===== src/rtl/rrhl_pkg.sv =====
// Shared constants, types and helpers of the round-robin handoff lock.
package rrhl_pkg;

  // Number of requester slots that the waiting marks cover.
  localparam int MAX_SLOTS = 16;

  // Fixed field widths.
  localparam int FIELD_W = 4;  // requester and handoff slot fields
  localparam int TC_W    = 5;  // thread count register
  localparam logic [TC_W-1:0] TC_RESET = TC_W'(16);

  // Derived widths.
  localparam int SLOT_W = (MAX_SLOTS > 1) ? $clog2(MAX_SLOTS) : 1;
  localparam int OWN_W  = (SLOT_W > FIELD_W) ? SLOT_W : FIELD_W;
  localparam int CNT_A  = $clog2(MAX_SLOTS + 1);
  localparam int CNT_W  = (CNT_A > OWN_W + 1) ? CNT_A : OWN_W + 1;

  // Operation codes of the func field.
  localparam logic FUNC_LOCK   = 1'b0;
  localparam logic FUNC_UNLOCK = 1'b1;

  typedef logic [CNT_W-1:0] cnt_t;
  typedef logic [OWN_W-1:0] own_t;

  // Commands from the sequencer to the scan unit.
  typedef struct packed {
    logic load;
    logic reduce;
    logic advance;
  } scan_cmd_t;

  // Status from the scan unit to the sequencer.
  typedef struct packed {
    cnt_t ptr;
    logic above_n;
    logic finished;
  } scan_stat_t;

  // Slots in use: the register clamped to the range one to MAX_SLOTS.
  function automatic cnt_t clamp_count(logic [TC_W-1:0] tc);
    cnt_t res;
    if (int'(tc) > MAX_SLOTS) begin
      res = CNT_W'(MAX_SLOTS);
    end else if (tc == '0) begin
      res = CNT_W'(1);
    end else begin
      res = CNT_W'(tc);
    end
    return res;
  endfunction

endpackage


===== src/rtl/rrhl_scan_unit.sv =====
// Shared pointer unit: modulo reduction and round-robin advance of the scan pointer.
module rrhl_scan_unit (
  input  logic                clk,
  input  logic                rst_n,
  input  rrhl_pkg::scan_cmd_t cmd,
  input  rrhl_pkg::cnt_t      load_ptr,
  input  rrhl_pkg::cnt_t      load_cnt,
  input  rrhl_pkg::cnt_t      target,
  output rrhl_pkg::scan_stat_t stat
);
  import rrhl_pkg::*;

  cnt_t ptr_r, ptr_nxt;
  cnt_t n_r, n_nxt;
  cnt_t steps_r, steps_nxt;
  cnt_t diff;
  cnt_t inc;
  logic above;

  // One subtractor, one incrementer and one compare against the slot count.
  assign diff  = ptr_r - n_r;
  assign inc   = ptr_r + CNT_W'(1);
  assign above = (ptr_r >= n_r);

  always_comb begin
    ptr_nxt   = ptr_r;
    n_nxt     = n_r;
    steps_nxt = steps_r;
    if (cmd.load) begin
      ptr_nxt   = load_ptr;
      n_nxt     = load_cnt;
      steps_nxt = '0;
    end else if (cmd.reduce && above) begin
      ptr_nxt = diff;
    end else if (cmd.advance) begin
      ptr_nxt   = (inc == n_r) ? '0 : inc;
      steps_nxt = steps_r + CNT_W'(1);
    end
  end

  always_ff @(posedge clk) begin
    ptr_r   <= ptr_nxt;
    n_r     <= n_nxt;
    steps_r <= steps_nxt;
  end

  assign stat.ptr      = ptr_r;
  assign stat.above_n  = above;
  assign stat.finished = (steps_r >= n_r) || (ptr_r == target);

  // The pointer is only advanced once it lies inside the slots in use.
  a_adv_in_range: assert property (@(posedge clk) disable iff (!rst_n)
    cmd.advance |-> (ptr_r < n_r))
    else $error("scan pointer advanced outside the slots in use");

endmodule


===== src/rtl/round_robin_handoff_lock.sv =====
// Top level of the round-robin handoff lock: sequencer, lock state and result register.
//
//   Channel   Direction  Handshake          Payload
//   in_       input      in_valid/in_stall  in_func, in_requester
//   out_      output     out_valid/out_stall out_granted_now, out_handoff,
//                                           out_handoff_slot, out_lock_busy
//   cfg_      input      cfg_valid/cfg_ready cfg_thread_count
//
// A lock request is settled in the cycle it is accepted. Its result passes through
// the result registers into the output register; the next request can be taken once
// it has been written there. An unlock first has the shared scan unit reduce the
// start slot modulo the slots in use by repeated subtraction, then visit one waiting
// mark per cycle.
// One request is worked on at a time; in_stall is high from acceptance until the
// result has been written to the output register, so a held result stretches it.
// Reset is synchronous, clears the lock and all waiting marks and sets the thread
// count to 16; the block is ready as soon as reset is released.
module round_robin_handoff_lock (
  input  logic                        clk,
  input  logic                        rst_n,
  // Request channel.
  input  logic                        in_valid,
  output logic                        in_stall,
  input  logic                        in_func,
  input  logic [rrhl_pkg::FIELD_W-1:0] in_requester,
  // Result channel.
  output logic                        out_valid,
  input  logic                        out_stall,
  output logic                        out_granted_now,
  output logic                        out_handoff,
  output logic [rrhl_pkg::FIELD_W-1:0] out_handoff_slot,
  output logic                        out_lock_busy,
  // Configuration channel.
  input  logic                        cfg_valid,
  output logic                        cfg_ready,
  input  logic [rrhl_pkg::TC_W-1:0]   cfg_thread_count
);
  import rrhl_pkg::*;

  // Sequencer states.
  localparam logic [1:0] ST_IDLE = 2'd0;
  localparam logic [1:0] ST_MOD  = 2'd1;
  localparam logic [1:0] ST_SCAN = 2'd2;
  localparam logic [1:0] ST_PUSH = 2'd3;

  logic [1:0]           state_r, state_nxt;
  logic [TC_W-1:0]      thread_count_r, thread_count_nxt;
  logic                 owner_valid_r, owner_valid_nxt;
  own_t                 owner_slot_r, owner_slot_nxt;
  logic [MAX_SLOTS-1:0] marks_r, marks_nxt;
  cnt_t                 req_r, req_nxt;

  // Result of the request in flight, waiting for the output register.
  logic                 res_granted_r, res_granted_nxt;
  logic                 res_handoff_r, res_handoff_nxt;
  logic [FIELD_W-1:0]   res_slot_r, res_slot_nxt;

  // Output register.
  logic                 out_valid_r, out_valid_nxt;
  logic                 out_granted_r, out_granted_nxt;
  logic                 out_handoff_r, out_handoff_nxt;
  logic [FIELD_W-1:0]   out_slot_r, out_slot_nxt;
  logic                 out_busy_r, out_busy_nxt;

  logic                 in_acc;
  logic                 out_free;
  cnt_t                 in_req_ext;
  logic                 in_req_ok;
  scan_cmd_t            cmd;
  scan_stat_t           stat;
  cnt_t                 start_ptr;

  assign in_stall  = (state_r != ST_IDLE);
  assign cfg_ready = (state_r == ST_IDLE);
  assign in_acc    = in_valid && !in_stall;
  assign out_free  = !out_valid_r || !out_stall;

  // Requesters beyond the marked slots neither set nor clear a mark.
  assign in_req_ext = CNT_W'(in_requester);
  assign in_req_ok  = (in_req_ext < CNT_W'(MAX_SLOTS));

  // The scan starts after the current owner, or at slot 0 when the lock is free.
  assign start_ptr = owner_valid_r ? (CNT_W'(owner_slot_r) + CNT_W'(1)) : '0;

  rrhl_scan_unit u_scan (
    .clk      (clk),
    .rst_n    (rst_n),
    .cmd      (cmd),
    .load_ptr (start_ptr),
    .load_cnt (clamp_count(thread_count_r)),
    .target   (req_r),
    .stat     (stat)
  );

  always_comb begin
    state_nxt        = state_r;
    thread_count_nxt = thread_count_r;
    owner_valid_nxt  = owner_valid_r;
    owner_slot_nxt   = owner_slot_r;
    marks_nxt        = marks_r;
    req_nxt          = req_r;
    res_granted_nxt  = res_granted_r;
    res_handoff_nxt  = res_handoff_r;
    res_slot_nxt     = res_slot_r;
    cmd              = '0;

    if (cfg_valid && cfg_ready) begin
      thread_count_nxt = cfg_thread_count;
    end

    unique case (state_r)
      ST_IDLE: begin
        if (in_acc) begin
          req_nxt = in_req_ext;
          if (in_func == FUNC_LOCK) begin
            // A lock request is settled at once: take the free lock or wait.
            res_handoff_nxt = 1'b0;
            res_slot_nxt    = '0;
            if (!owner_valid_r) begin
              owner_valid_nxt = 1'b1;
              owner_slot_nxt  = OWN_W'(in_requester);
              res_granted_nxt = 1'b1;
            end else begin
              res_granted_nxt = 1'b0;
              if (in_req_ok) begin
                marks_nxt[in_req_ext[SLOT_W-1:0]] = 1'b1;
              end
            end
            state_nxt = ST_PUSH;
          end else begin
            // An unlock drops the releaser's own mark before the scan begins.
            if (in_req_ok) begin
              marks_nxt[in_req_ext[SLOT_W-1:0]] = 1'b0;
            end
            cmd.load  = 1'b1;
            state_nxt = ST_MOD;
          end
        end
      end
      ST_MOD: begin
        // Bring the start slot into the range of slots in use.
        if (stat.above_n) begin
          cmd.reduce = 1'b1;
        end else begin
          state_nxt = ST_SCAN;
        end
      end
      ST_SCAN: begin
        res_granted_nxt = 1'b0;
        priority if (stat.finished) begin
          // Back at the releaser or every slot visited: the lock becomes free.
          owner_valid_nxt = 1'b0;
          owner_slot_nxt  = '0;
          res_handoff_nxt = 1'b0;
          res_slot_nxt    = '0;
          state_nxt       = ST_PUSH;
        end else if (marks_r[stat.ptr[SLOT_W-1:0]]) begin
          // First waiter found takes the lock and keeps its mark.
          owner_valid_nxt = 1'b1;
          owner_slot_nxt  = OWN_W'(stat.ptr);
          res_handoff_nxt = 1'b1;
          res_slot_nxt    = stat.ptr[FIELD_W-1:0];
          state_nxt       = ST_PUSH;
        end else begin
          cmd.advance = 1'b1;
        end
      end
      ST_PUSH: begin
        if (out_free) begin
          state_nxt = ST_IDLE;
        end
      end
      default: begin
        state_nxt = ST_IDLE;
      end
    endcase
  end

  // Output register: loaded from the finished request once the slot is free.
  always_comb begin
    out_valid_nxt   = out_valid_r && out_stall;
    out_granted_nxt = out_granted_r;
    out_handoff_nxt = out_handoff_r;
    out_slot_nxt    = out_slot_r;
    out_busy_nxt    = out_busy_r;
    if ((state_r == ST_PUSH) && out_free) begin
      out_valid_nxt   = 1'b1;
      out_granted_nxt = res_granted_r;
      out_handoff_nxt = res_handoff_r;
      out_slot_nxt    = res_slot_r;
      out_busy_nxt    = owner_valid_r;
    end
  end

  always_ff @(posedge clk) begin
    if (!rst_n) begin
      state_r        <= ST_IDLE;
      thread_count_r <= TC_RESET;
      owner_valid_r  <= 1'b0;
      owner_slot_r   <= '0;
      marks_r        <= '0;
      out_valid_r    <= 1'b0;
    end else begin
      state_r        <= state_nxt;
      thread_count_r <= thread_count_nxt;
      owner_valid_r  <= owner_valid_nxt;
      owner_slot_r   <= owner_slot_nxt;
      marks_r        <= marks_nxt;
      out_valid_r    <= out_valid_nxt;
    end
  end

  always_ff @(posedge clk) begin
    req_r         <= req_nxt;
    res_granted_r <= res_granted_nxt;
    res_handoff_r <= res_handoff_nxt;
    res_slot_r    <= res_slot_nxt;
    out_granted_r <= out_granted_nxt;
    out_handoff_r <= out_handoff_nxt;
    out_slot_r    <= out_slot_nxt;
    out_busy_r    <= out_busy_nxt;
  end

  assign out_valid        = out_valid_r;
  assign out_granted_now  = out_granted_r;
  assign out_handoff      = out_handoff_r;
  assign out_handoff_slot = out_slot_r;
  assign out_lock_busy    = out_busy_r;

  // A free lock always records slot 0 as its owner.
  a_free_owner_zero: assert property (@(posedge clk) disable iff (!rst_n)
    !owner_valid_r |-> (owner_slot_r == '0))
    else $error("lock free but owner slot not cleared");

  // A lock request that finds the lock free leaves it held.
  a_grant_takes_lock: assert property (@(posedge clk) disable iff (!rst_n)
    (in_acc && (in_func == FUNC_LOCK) && !owner_valid_r) |=> owner_valid_r)
    else $error("free lock not taken by a lock request");

  // A result never reports both an immediate grant and a handoff.
  a_grant_or_handoff: assert property (@(posedge clk) disable iff (!rst_n)
    out_valid_r |-> !(out_granted_r && out_handoff_r))
    else $error("result reports both grant and handoff");

  // A handoff result always reports a held lock.
  a_handoff_busy: assert property (@(posedge clk) disable iff (!rst_n)
    (out_valid_r && out_handoff_r) |-> out_busy_r)
    else $error("handoff reported with the lock free");

endmodule


===== config.mk =====
export PLATFORM = sky130hd
export DESIGN_NAME = round_robin_handoff_lock
export DESIGN_NICKNAME = d
export VERILOG_FILES = /design/src/rtl/rrhl_pkg.sv /design/src/rtl/rrhl_scan_unit.sv /design/src/rtl/round_robin_handoff_lock.sv
export SDC_FILE = /design/constraint.sdc
export NUM_CORES = 1
export LEC_CHECK = 0
export BUFFER_PORTS_ARGS = -buffer_cell sky130_fd_sc_hd__buf_2
export CORE_MARGIN = 2
export CORE_UTILIZATION = 45
export DETAILED_ROUTE_END_ITERATION = 8
export SLEW_MARGIN = 25
export SYNTH_ARGS = -nofsm -noshare
export SYNTH_HDL_FRONTEND = slang
export SYNTH_SLANG_ARGS = --single-unit

===== constraint.sdc =====
create_clock -name clk -period 2.2 [get_ports clk]
set_input_delay 0.33 -clock clk [delete_from_list [all_inputs] [get_ports clk]]
set_output_delay 0.33 -clock clk [all_outputs]
set_load 0.03 [all_outputs]

Word level (Yosys, flattened, before mapping) --
Cells that the tools add are included.
Word-level totals: register bits 61, latch bits 0, bits in writable memories 0, bits in read-only memories 0, input bits 15, output and inout port bits 10, logic and storage cells 120, memories 0
Operators by class: add/subtract/negate cells 4, multipliers 0, div/mod/pow operators 0, $lt $le $gt $ge 7, equality and inequality tests 11, shift-type cells 0, mux-type cells 51, bitwise operators 4, reductions and logical operators 25
Operators with widths (count):
- two-way mux 16 bit | 4
- two-way mux 5 bit | 6
- two-way mux 4 bit | 7
- two-way mux 1 bit | 20
- bitwise AND 16 bit | 1
- NOT 16 bit | 1
- OR 16 bit | 1
- one-hot mux 4 bit (2 select lines) | 2
- less-than comparator 4 x 5 -> 1 bit (second input constant) | 3
- two-way mux 2 bit | 6
- AND reduction 4 bit | 3
- adder 5 x 1 -> 5 bit (second input constant) | 2
- >= comparator 5 bit | 2
- != test 2 bit (second input constant) | 4
- one-hot mux 2 bit (4 select lines) | 1
- logical AND 1 bit | 6
- one-hot mux 1 bit (2 select lines) | 3
- nonzero test 2 bit | 3
- adder 4 x 1 -> 5 bit (second input constant) | 1
- equality test 5 x 4 -> 1 bit | 1
- equality test 5 bit | 1
- > comparator 5 bit (second input constant) | 1
- zero test 5 bit | 1
- AND reduction 5 bit | 1
- other kinds (16) | 21

Logic depth before layout (Yosys ltp) --
word-level depth 8, mapped depth 8

Hierarchy --
A second synthesis with hierarchy kept.
Unflattened totals: cell total of the unflattened synthesis 331, area total of the unflattened synthesis 3309.4 um^2
By module, submodules not included:
- round_robin_handoff_lock | times used 1, cells an instance 211, area an instance 2143.3 um^2, seq. area each 1091.0 um^2
- rrhl_scan_unit | times used 1, cells an instance 120, area an instance 1166.1 um^2, seq. area each 400.4 um^2

Worst setup path before layout --
No wires, ideal clock.
path type reg2reg, from register u_scan.ptr_r[2], to register u_scan.steps_r[4], arrival time 2.047 ns, slack 0.084 ns, cell stages (with the launch flop) 8, buffers on the path 1, period minus slack after synthesis 2.116 ns, path through edfxtp_1 buf_6 mux4_1 mux2i_1 mux2_4 nand3_4 or4_1 a21oi_1
Between the ends: cells in the longest elaborated chain, start to end 6
RTL lines:
- from (decl) | RTL line rrhl_scan_unit.sv:13 | cnt_t ptr_r, ptr_nxt;
- from (signal assigned) | RTL line rrhl_scan_unit.sv:42 | ptr_r <= ptr_nxt;
- binary-select mux 1 bit (select 4 bit) or >= comparator 5 bit (tied branches) | RTL line round_robin_handoff_lock.sv:157, rrhl_scan_unit.sv:23
- two-way mux 1 bit, on equally long branches | RTL line round_robin_handoff_lock.sv:157, round_robin_handoff_lock.sv:142
- two-way mux 1 bit, on equally long branches | RTL line round_robin_handoff_lock.sv:157, round_robin_handoff_lock.sv:111
- two-way mux 1 bit or logical AND 1 bit (tied branches) | RTL line round_robin_handoff_lock.sv:150, rrhl_scan_unit.sv:33
- two-way mux 1 bit or NOT 1 bit (tied branches)
- AND reduction 2 bit (no source line) *
- to (signal assigned) | RTL line rrhl_scan_unit.sv:44 | steps_r <= steps_nxt;
- to (decl) | RTL line rrhl_scan_unit.sv:15 | cnt_t steps_r, steps_nxt;
Mark *: on every way between the ends. The rest lies on a longest branch, timed or not. The select of a mux whose other input is x is not followed. A chain may end at the register's enable or synchronous reset.

Worst setup path in the final report --
from register u_scan.ptr_r[1], to register u_scan.steps_r[3]
Same word-level chain as after synthesis.

==> summary.txt <==
Outcome
  – Status: finished clean

Clocking
  – Clock latency of the later-clocked register in the worst-skew pair: 350 ps
  – Clock sink count: 61
  – Hold-fix buffer count after cts: 0
  – Root buffer cell: sky130_fd_sc_hd__clkbuf_8
  – Number of levels in the clock H-tree: 3
  – TritonCTS clock tree: yes
  – Max Root-Sink Buffers: 2
  – Total CTS buffers: 9
  – Worst-path clk slew: roughly 80 ps

Floorplan
  – Core area: 6910 sq um
  – Width of the die: roughly 89 um
  – Vertical extent of the die: 89.0 um
  – Die ar.: 7930 sq um
  – Io pins: 25
  – Initial core utilization: 47.1%
  – # rows: 30

Timing
  – Period utilization: between 90% and 100%
  – Final Hold Vio Count: 0
  – Pins over their slew limit: 0
  – Highest Clock Rate: ~0.47 GHz
  – Fin Clk Skew: 10.5 ps
  – Worst hold margin: between 200 and 250 ps
  – # setup viols final: 0
  – Worst relative slew slack: 75.0%
  – Setup repair after global routing missed its margin: true
  – Tmin final: about 2100 ps
  – Transition time at the pin with the least slew margin: 375 ps

Logic synthesis
  – Ys Warns: 0
  – Leading register cell type out of synthesis: sky130_fd_sc_hd__dfxtp_1
  – Share of flip-flops with an asynchronous set or reset after synthesis: 0%
  – Combinational family with the most area after synthesis: simple AND/OR/NAND/NOR gates
  – Instance count of the mapped netlist: 318
  – Library cells used by synthesis: 51
  – Synthesized Nets: 353
  – Area share of fa/ha/maj cells after synthesis: about 7.9%
  – Post-Synth Simple-Gate Area: approximately 17%
  – Avg Cell Area, Syn: between 10 and 15 sq um
  – XOR/XNOR share of the synthesized area: 4.46%
  – Number of register bits inferred by synthesis: 61
  – Mapped Area: 3250 sq um
  – Post-synth EDFFs: 27
  – Multiplexer area fraction after synthesis: 4.31%
  – Portion of the post-synthesis area used by sequential elements: 45.8%
  – Compound-cell area share of the yosys netlist: 16.3%

Global route
  – GRT Util Overall: 20.4%
  – Initial antenna violation count: 0
  – Number of global-route vias before repair: 2348
  – Aggregate global routing overflow: 0
  – Maximum number of pins on one net before global-route repair: 21
  – First-pass GRT wire length: 11900 um

Routing
  – Total number of vias: 2625
  – Total length of routed wires: about 7700 um
  – Drt initial violations: 176
  – Via density: 5.59
  – Length of the first detailed-routing pass in iterations: 6
  – Drc violations: 0
  – Number of routed nets with antenna violations: 0
  – Final routed wire length divided by cell count: 16.3 um

Setup path
  – Crit path max fanout: 5
  – Critical path data required time: 2420 ps
  – Critical Setup Path Class: flip-flop to flip-flop
  – Startpoint Class: flip-flop
  – Crit path cell chain: ha_1, nor2b_1, o211ai_1, a31o_2, nand4_1, buf_4, o21ai_0, a21oi_1
  – Critical Path End Type: flip-flop
  – Worst path arrival time: 2350 ps
  – Slowest stage cell on the critical path: sky130_fd_sc_hd__edfxtp_1
  – Largest stage delay on the critical path: 450 ps

Placement
  – Placed Area: approximately 3600 sq um
  – DP Wirelength: 5740 um
  – Buffers added on ports: 24
  – Final weighted congestion of routability-driven global placement: around 0.95

Final layout
  – Top library cells by usage in the layout, fill and taps aside: 34 x sky130_fd_sc_hd__dfxtp_1, 27 x sky130_fd_sc_hd__edfxtp_1, 27 x sky130_fd_sc_hd__buf_4
  – Post-synthesis to final-layout area growth: 19.3%
  – Number of antenna repair diodes: 0
  – Share of final-layout standard cells stronger than drive strength 1: 24.9%
  – Final layout net count: 404
  – Design Area, Final: 3880 sq um
  – Most common cell after layout, fill and taps aside: sky130_fd_sc_hd__dfxtp_1

Power
  – Total leakage power: 1.54 nW
  – Peak supply drop: ~0.00083 V
  – Power Density: 1280 nW/um^2

Flow run
  – Max-capacitance violation count: 0

Hold path
  – Type of the worst min-delay path: input port to flip-flop
-- cells by family (layout without fill, tap and decap cells) --
| group | after synthesis | count (layout) |
|---|---|---|
| AOI/OAI and AO/OA | 76 | 76 |
| xor gates and xnor gates | 15 | 15 |
| adders and majority gates | 20 | 20 |
| buffers and inverters | 29 | 85 |
| DFF | 61 | 61 |
| muxes | 7 | 7 |
| and+or+nand+nor | 110 | 110 |
-- critical path, delay by kind of cell, from the launching register on --
kind	cells	cell delay, ps
and+or+nand+nor	2	270
DFF	1	450
adders and majority gates	1	320
AOI/OAI and AO/OA	4	800
buffers and inverters	1	180
-- where the power goes --
| part | internal [mW] | leakage, nW | switching (mW) |
|---|---|---|---|
| Clock | 0.549 | 0.0943 | 0.458 |
| Sequential | 1.52 | 0.530 | 0.180 |
| Combinational | 0.990 | 0.916 | 1.29 |
| Total | 3.06 | 1.54 | 1.92 |
-- cell type report --
class,count,area [sq um]
clock buffers,10,138
clock inverters,6,62.6
fillers,652,3020
inverters,17,63.8
multi-input cells,228,1670
flip-flops and latches,61,1490
well taps,96,120
repair buffers,52,334
-- through the flow --
step                utilization (%)  setup TNS (ps)  power, mW  std cells  setup slack, ps
floorplan                         -               0       3.16        318             83.6
global placement               51.9               0       3.75        447             28.1
detailed placement             51.9            -169       3.78        447            -38.7
CTS                            54.7               0       4.81        463             3.36
global route                   56.2            -151       5.30        470            -59.7
finish                         56.2               0       4.98        470             77.9
-- path summary, 6_finish.rpt --
| kind | startpoint | to | slack [ps] | cells after the start |
|---|---|---|---|---|
| setup reg to reg | u_scan.ptr_r[1] | u_scan.steps_r[3] | 80 | 8 |
| setup / recovery | u_scan.ptr_r[1] | u_scan.steps_r[3] | 80 | 8 |
| hold reg to reg | res_slot_r[3] | out_handoff_slot[3] | 420 | 0 |
| hold / removal | cfg_thread_count[4] | thread_count_r[4] | 210 | 3 |
-- timing repair --
item	in CTS	in global routing
endpoints found under the setup margin	5	24
gates cloned	0	0
pin swaps	2	5
buffers inserted	0	7
gates resized for setup	5	15
-- Yosys cell counts, drive strengths merged, types with 2 or more instances --
| master | instances | area, sq um |
|---|---|---|
| nand3 | 18 | 103 |
| o21ai | 7 | 35.0 |
| a311oi | 8 | 70.1 |
| nor2 | 26 | 97.6 |
| inv | 17 | 63.8 |
| nand2b | 2 | 12.5 |
| nand4 | 3 | 18.8 |
| ha | 19 | 238 |
| a31oi | 2 | 12.5 |
| a21oi | 23 | 115 |
| nor3 | 10 | 50.1 |
| and2 | 6 | 38.8 |
| a32oi | 2 | 17.5 |
| nand2 | 24 | 90.1 |
| edfxtp | 27 | 811 |
| and3 | 6 | 40.0 |
| a21boi | 2 | 15.0 |
| or4 | 3 | 22.5 |
| clkbuf | 7 | 26.3 |
| o21a | 2 | 15.0 |
| o2bb2ai | 4 | 35.0 |
| nor2b | 4 | 25.0 |
| o211ai | 4 | 30.0 |
| a21o | 2 | 15.0 |
| a41oi | 2 | 17.5 |
| mux4 | 4 | 105 |
| nand3b | 5 | 37.5 |
| a211oi | 8 | 60.1 |
| buf | 5 | 41.3 |
| xnor2 | 7 | 61.3 |
| dfxtp | 34 | 681 |
| xor2 | 7 | 61.3 |
| mux2i | 2 | 20.0 |
| o221ai | 4 | 35.0 |
-- per-layer routing --
metal  track usage [%]  up-vias  share of wire (%)
li1                  -     1293                  -
met1              29.1     1245                 48
met2              31.0       76                 46
met3              5.82       11                5.0
met4              4.88        0                1.0
met5                 0        -                  0
(Power assumes the default switching activity.)
